### src/sv/dstq_pkg.sv
package dstq_pkg;
    localparam int DEF_CAPACITY = 64;

    typedef enum logic [1:0] {
        CMD_ADD    = 2'd0,
        CMD_REMOVE = 2'd1,
        CMD_TICK   = 2'd2
    } cmd_t;

    typedef enum logic [2:0] {
        ST_ADDED    = 3'd0,
        ST_FULL     = 3'd1,
        ST_REMOVED  = 3'd2,
        ST_BAD      = 3'd3,
        ST_DISPATCH = 3'd4
    } status_t;

    typedef enum logic [1:0] {
        FSM_IDLE,
        FSM_RESULT,
        FSM_DRAIN
    } fsm_t;

    // per-cycle command broadcast to every cell of the chain
    typedef struct packed {
        logic        ins;    // insert new entry
        logic        del;    // remove entry matching key_slot
        logic        pop;    // shift whole chain toward head by one
        logic [31:0] due;
        logic [31:0] tag;
        logic [31:0] arg;
        logic [7:0]  key_slot;
    } cell_cmd_t;
endpackage

### src/sv/dstq_cell.sv
// One list position. Cells form an ordered chain; position 0 is the head.
module dstq_cell
    import dstq_pkg::*;
(
    input  logic        clk,
    input  logic        rst_n,
    input  cell_cmd_t   cmd,
    // neighbor toward head (i-1)
    input  logic        prev_valid,
    input  logic        prev_goes_after,
    input  logic [31:0] prev_due,
    input  logic [31:0] prev_tag,
    input  logic [31:0] prev_arg,
    input  logic [7:0]  prev_slot,
    input  logic        prev_del_seen,
    // neighbor toward tail (i+1)
    input  logic        nxt_valid,
    input  logic [31:0] nxt_due,
    input  logic [31:0] nxt_tag,
    input  logic [31:0] nxt_arg,
    input  logic [7:0]  nxt_slot,
    output logic        valid,
    output logic        goes_after,
    output logic        del_seen,
    output logic [31:0] due,
    output logic [31:0] tag,
    output logic [31:0] arg,
    output logic [7:0]  slot
);
    logic        valid_reg, valid_next;
    logic [31:0] due_reg, due_next, tag_reg, tag_next, arg_reg, arg_next;
    logic [7:0]  slot_reg, slot_next;

    // new entry belongs behind this one
    assign goes_after = valid_reg && (cmd.due >= due_reg);
    assign del_seen   = prev_del_seen || (valid_reg && slot_reg == cmd.key_slot);

    always_comb
    begin
        valid_next = valid_reg;
        due_next   = due_reg;
        tag_next   = tag_reg;
        arg_next   = arg_reg;
        slot_next  = slot_reg;
        if (cmd.pop || (cmd.del && del_seen))
        begin
            valid_next = nxt_valid;
            due_next   = nxt_due;
            tag_next   = nxt_tag;
            arg_next   = nxt_arg;
            slot_next  = nxt_slot;
        end
        else if (cmd.ins && !goes_after)
        begin
            if (prev_goes_after)
            begin
                valid_next = 1'b1;
                due_next   = cmd.due;
                tag_next   = cmd.tag;
                arg_next   = cmd.arg;
                slot_next  = cmd.key_slot;
            end
            else
            begin
                valid_next = prev_valid;
                due_next   = prev_due;
                tag_next   = prev_tag;
                arg_next   = prev_arg;
                slot_next  = prev_slot;
            end
        end
    end

    always_ff @(posedge clk or negedge rst_n)
    begin
        if (!rst_n)
            valid_reg <= 1'b0;
        else
            valid_reg <= valid_next;
    end

    always_ff @(posedge clk)
    begin
        due_reg  <= due_next;
        tag_reg  <= tag_next;
        arg_reg  <= arg_next;
        slot_reg <= slot_next;
    end

    assign valid = valid_reg;
    assign due   = due_reg;
    assign tag   = tag_reg;
    assign arg   = arg_reg;
    assign slot  = slot_reg;
endmodule

### config.mk
export PLATFORM = sky130hd
export DESIGN_NAME = dstq_cell
export DESIGN_NICKNAME = d
export VERILOG_FILES = /design/src/sv/dstq_pkg.sv /design/src/sv/dstq_cell.sv
export SDC_FILE = /design/constraint.sdc
export NUM_CORES = 1
export LEC_CHECK = 0
export ABC_CLOCK_PERIOD_IN_PS = 14300
export BUFFER_PORTS_ARGS = -buffer_cell sky130_fd_sc_hd__buf_2
export CAP_MARGIN = 20
export CORE_AREA = 2 2 164 166
export CTS_CLUSTER_SIZE = 25
export DETAILED_ROUTE_END_ITERATION = 16
export DIE_AREA = 0 0 166 168
export SLEW_MARGIN = 25
export SYNTH_ARGS = -nofsm -noshare
export SYNTH_HDL_FRONTEND = slang
export SYNTH_SLANG_ARGS = --single-unit
### constraint.sdc
create_clock -name clk -period 14.3 [get_ports clk]
set_input_delay 2.86 -clock clk [delete_from_list [all_inputs] [get_ports clk]]
set_output_delay 2.86 -clock clk [all_outputs]
set_load 0.01 [all_outputs]
Word-level counts from Yosys, hierarchy flattened
Index checks and enable logic that the tools add are counted.
{"block": "totals", "regBits": 105, "input_bits": 321, "output_inout_bits": 107, "wordCells": 30}
{"block": "classes", "order_cmp": 1, "eq_ne": 1, "n_mux": 15, "reduce_logical": 8}
{"operator": "$mux W32", "n": 9}
{"operator": "$ge A32 B32 Y1", "n": 1}
{"operator": "$mux W8", "n": 3}
{"operator": "$eq A8 B8 Y1", "n": 1}
{"operator": "$logic_and A1 B1 Y1", "n": 4}
{"operator": "$mux W1", "n": 3}
{"operator": "$logic_or A1 B1 Y1", "n": 2}
{"operator": "$reduce_bool A2 Y1", "n": 1}
{"operator": "$logic_not A1 Y1", "n": 1}

Longest topological paths before layout
{"block": "logic_depth", "ltp_word": 6, "mapped_depth": 8}

Worst setup path before layout
Ideal clock, no wire load.
{"block": "synth_timing", "kind": "input to register", "from": "input cmd[7] (netlist bit)", "to": "register arg_reg[0] (netlist: arg[0]), enable pin", "setup_ps": 628, "t_arrival_ps": 9535, "required_time_ps": 13672, "slack_ps": 4137, "path_stages": 6, "path_buffers": 1, "cell_sequence": "xor2_1 > nor4_1 > a41o_1 > a21oi_4 > clkbuf_1 > a31oi_1"}
{"block": "synth_between", "elab_chain_cells": 6}
{"element": "start, declared", "line_no": "dstq_cell.sv:7", "source": "input cell_cmd_t cmd,"}
{"element": "$eq A8 B8 Y1", "line_no": "dstq_cell.sv:36", "source": "assign del_seen = prev_del_seen || (valid_reg && slot_reg == cmd.key_slot);"}
{"element": "$logic_and A1 B1 Y1", "line_no": "dstq_cell.sv:36"}
{"element": "$logic_or A1 B1 Y1", "line_no": "dstq_cell.sv:36"}
{"element": "net del_seen", "line_no": "dstq_cell.sv:24", "source": "output logic del_seen,"}
{"element": "$logic_and A1 B1 Y1", "line_no": "dstq_cell.sv:45", "source": "if (cmd.pop || (cmd.del && del_seen))"}
{"element": "$logic_or A1 B1 Y1", "line_no": "dstq_cell.sv:45"}
{"element": "$reduce_bool A2 Y1 (no line)"}
{"element": "end signal, assigned", "line_no": "dstq_cell.sv:86", "source": "arg_reg <= arg_next;"}
{"element": "end, declared", "line_no": "dstq_cell.sv:31", "source": "logic [31:0] due_reg, due_next, tag_reg, tag_next, arg_reg, arg_next;"}
The timed path passes the listed nets, and every way through them passes these cells.
A chain may end at the register's enable or synchronous reset.

Worst setup path in the final report
{"block": "layout_timing", "from": "input cmd[97] (netlist bit)", "to": "output goes_after"}
{"block": "layout_between", "elab_chain_cells": 2}
{"element": "$ge A32 B32 Y1", "line_no": "dstq_cell.sv:35", "source": "assign goes_after = valid_reg && (cmd.due >= due_reg);"}
{"element": "$logic_and A1 B1 Y1", "line_no": "dstq_cell.sv:35"}
{"element": "end, declared", "line_no": "dstq_cell.sv:23", "source": "output logic goes_after,"}
No other way between the ends.

==> key figures <==
Status
  – Status: finished clean

Critical path
  – R2R cell count: 9
  – R2r setup slk: roughly 11000 ps
  – Reg-to-reg critical path endpoint: tag[1]
  – Critical path arrival: roughly 4800 ps
  – CP startpoint: cmd[97]
  – Max stage delay cell, worst path: a2111oi_0
  – Timing endpoint of the critical path: goes_after
  – Most used cell along the critical path: buf_2
  – Critical-path maximum fanout: 3
  – CP required: around 11000 ps
  – Startpoint Class: input pin
  – CP max stage delay: 440 ps
  – Worst R2R Start: due[27]
  – Crit path capture type: primary output
  – CP Cell Sequence: buf_2 -> ha_1 -> a21oi_1 -> o21ai_0 -> a2111oi_0 -> nor3_1 -> a211o_1 -> and2_1 -> buf_2
  – Crit Path Category: input pin to primary output

Global route
  – Global-route usage over all layers: 0.142
  – GR Overflow Total: 0
  – Initial antenna violation count: 3
  – First-pass GRT wire length: between 30000 and 40000 um
  – Vias in the first global route: around 5600
  – Largest net degree at the start of global routing: 83

Logic synthesis
  – Synth Area in Compound Gates: 0.115
  – Synth area leaders: edfxtp_1 50%, mux2i_1 17%, a21oi_1 9.3%
  – Yosys top cell area share: 0.503
  – Most frequent cell after synthesis: a21oi_1
  – XOR/XNOR share of the synthesized area: 0.0113
  – Ys async rst share: 0.00952
  – Mapped cell area: 6210 sq um
  – Post-synth EDFFs: 104
  – Sequential-to-total area share from yosys stat: 0.507
  – Area leader, netlist: edfxtp_1
  – Synth Area in Simple Gates: 0.0882
  – Largest family of logic cells by synthesized area: multiplexers
  – Most frequent cells after synthesis: 116 x a21oi_1, 110 x nor2_1, 104 x edfxtp_1, 104 x mux2i_1
  – Ys Warns: 0
  – Syn_nets: 940
  – Mux cell area share after synthesis: 0.169
  – Syn Inst Count: ~590
  – Syn avg cell area: approximately 11 sq um
  – Synth cell types: 32
  – Synth Area in Adders: 0.0644
  – #FFs+latches synth: roughly 110
  – Top_reg_cell synth: edfxtp_1

Detailed routing
  – WL met3: ~1800 um
  – DR pass1 iterations: 4
  – Via Count: just under 6000
  – WL met1: roughly 8400 um
  – Drt drc: 0
  – Antenna Nets Post-Route: 0
  – DR iter-0 viols: 244
  – Met2 Routed Length: around 10000 um
  – Drt via density: 4.39
  – Total Routed Length: between 20000 and 25000 um
  – Mean routed wirelength per cell: 15.4 um
  – DR top layer: met5

Floorplanning
  – Die area: about 28000 sq um
  – Row count: 60
  – I/O pin count: about 430
  – Initial Util: 0.236
  – Die W: ~170 um
  – Core area: roughly 26000 sq um
  – Die height: roughly 170 um

Cells and area
  – P&R area growth vs syn: 44.7%
  – Multi-input logic area: between 2000 and 3000 sq um
  – Fillcell total: around 2800
  – NumNets Final: roughly 1300
  – Sequential cell area: around 3100 sq um
  – Share of layout cells above drive strength 1: 0.452

Clock tree
  – Skew-Pair Late Insertion Delay: 360 ps
  – CTS root buf: clkbuf_16
  – Total clock sinks: roughly 110
  – Hold-fix buffers at CTS: 0
  – Resized cells post-CTS: 0
  – CTS tree: built
  – Post-CTS Setup Repair Bufs: 0
  – Clock buffer count from CTS: 9
  – Clock tree buffer depth: 2
  – H-tree depth: 3
  – Clock transition at path regs: ~70 ps

Power and ir drop
  – Reg power frac: 0.450
  – Switching share of power: 0.298
  – Pint: roughly 0.63 mW
  – Worst IR Drop VDD: between 0.04 and 0.05 mV
  – Switching pwr: approximately 0.27 mW
  – P per Cell Area: ~99 nW/um^2
  – Leak pwr: 4.44 nW
  – Comb power frac: 0.250
  – Clock power share: 0.300

Timing
  – Fin Setup TNS: 0 ps
  – Final Setup Violations: 0
  – Max-slew violations: 0
  – Actual slew at the worst max-slew pin: about 1000 ps
  – Clock Skew: between 15 and 20 ps
  – Setup WS post-layout: around 6600 ps
  – Final worst path period need: between 7000 and 8000 ps
  – Worst rel slew slack: 0.336
  – Final Cycle Share: 0.538
  – Hold Violations, Final: 0
  – RSZ-0062 raised after global routing: no
  – Fmax: approximately 130 MHz

Placed design
  – GPL Wtd Cong: 0.856
  – Port-buffer cells: 427
  – Worst slack, placed: about 6500 ps
  – DP HPWL: about 16000 um

Hold path
  – Hold Crit Class: flop to flop

Flow run
  – Max cap viols: 0
## metrics by stage
| stage | hold slack (ps) | instances | util | instance area, sq um | total power, mW |
|---|---|---|---|---|---|
| CTS | 976 | 1342 | 0.341 | 8990 | 0.908 |
| global route | 1030 | 1344 | 0.341 | 8990 | 0.943 |
| global placement | 933 | 1326 | 0.329 | 8680 | 0.630 |
| detailed placement | 957 | 1326 | 0.329 | 8680 | 0.635 |
| floorplan | 775 | 587 | - | 6210 | 0.525 |
| finish | 943 | 1344 | 0.341 | 8990 | 0.891 |
## kinds of logic (layout without fill, tap and decap cells)
logic type	after synthesis	count (layout)
muxes	105	105
buffers and inverters	67	481
other	0	2
and+or+nand+nor	135	135
DFF	105	105
adders and majority gates	32	32
AOI/OAI and AO/OA	135	135
xor gates and xnor gates	8	8
## final cells by class
type                            count  share of cell area
Sequential cell                   105               0.350
Multi-Input combinational cell    415               0.311
Timing Repair Buffer              433               0.243
Tap cell                          341              0.0474
Clock buffer                        9              0.0250
Inverter                           32              0.0134
Clock inverter                      7             0.00932
Antenna cell                        2            0.000556
## layer usage
metal,vias to the layer above,track usage
met4,2,0.0476
met2,289,0.240
met5,-,0
met3,26,0.0451
met1,2652,0.172
li1,2935,-
## placed cells by master (no fill, tap or decap), drive strengths merged, types with 2 or more instances in the layout
cell type and instances:
nor4 2, clkinv 3, nor2b 3, nor2 110
edfxtp 104, and4 3, nand2 10, a21oi 117
diode 2, mux2i 104, buf 433, nor3 2
o21ai 10, a211oi 2, nand2b 2, xor2 7
ha 32, inv 35, clkbuf 9
## power groups by stage
| stage | sequential, mW | clock, mW | combinational, mW |
|---|---|---|---|
| final | 0.401 | 0.267 | 0.223 |
| after global routing | 0.405 | 0.290 | 0.248 |
| after CTS | 0.402 | 0.280 | 0.227 |
| after detailed placement | 0.408 | 0 | 0.227 |
| after global placement | 0.407 | 0 | 0.223 |
| after floorplan | 0.432 | 0 | 0.0933 |
## how the worst min path moves through the flow
stage                     start  endpoint  cells after the start
final                     valid     valid                      3
after global placement    valid     valid                      3
after global routing      valid     valid                      3
after CTS                 valid     valid                      3
after detailed placement  valid     valid                      3
after floorplan           valid     valid                      3
## critical path, delay by kind of cell
| kind | cells | cell delay (ps) |
|---|---|---|
| buffers and inverters | 2 | 250 |
| adder cells (fa/ha/maj) | 1 | 300 |
| AO/OA/AOI/OAI | 4 | 1130 |
| AND/OR/NAND/NOR | 2 | 320 |
No activity file was read; power rests on OpenSTA's default activity.
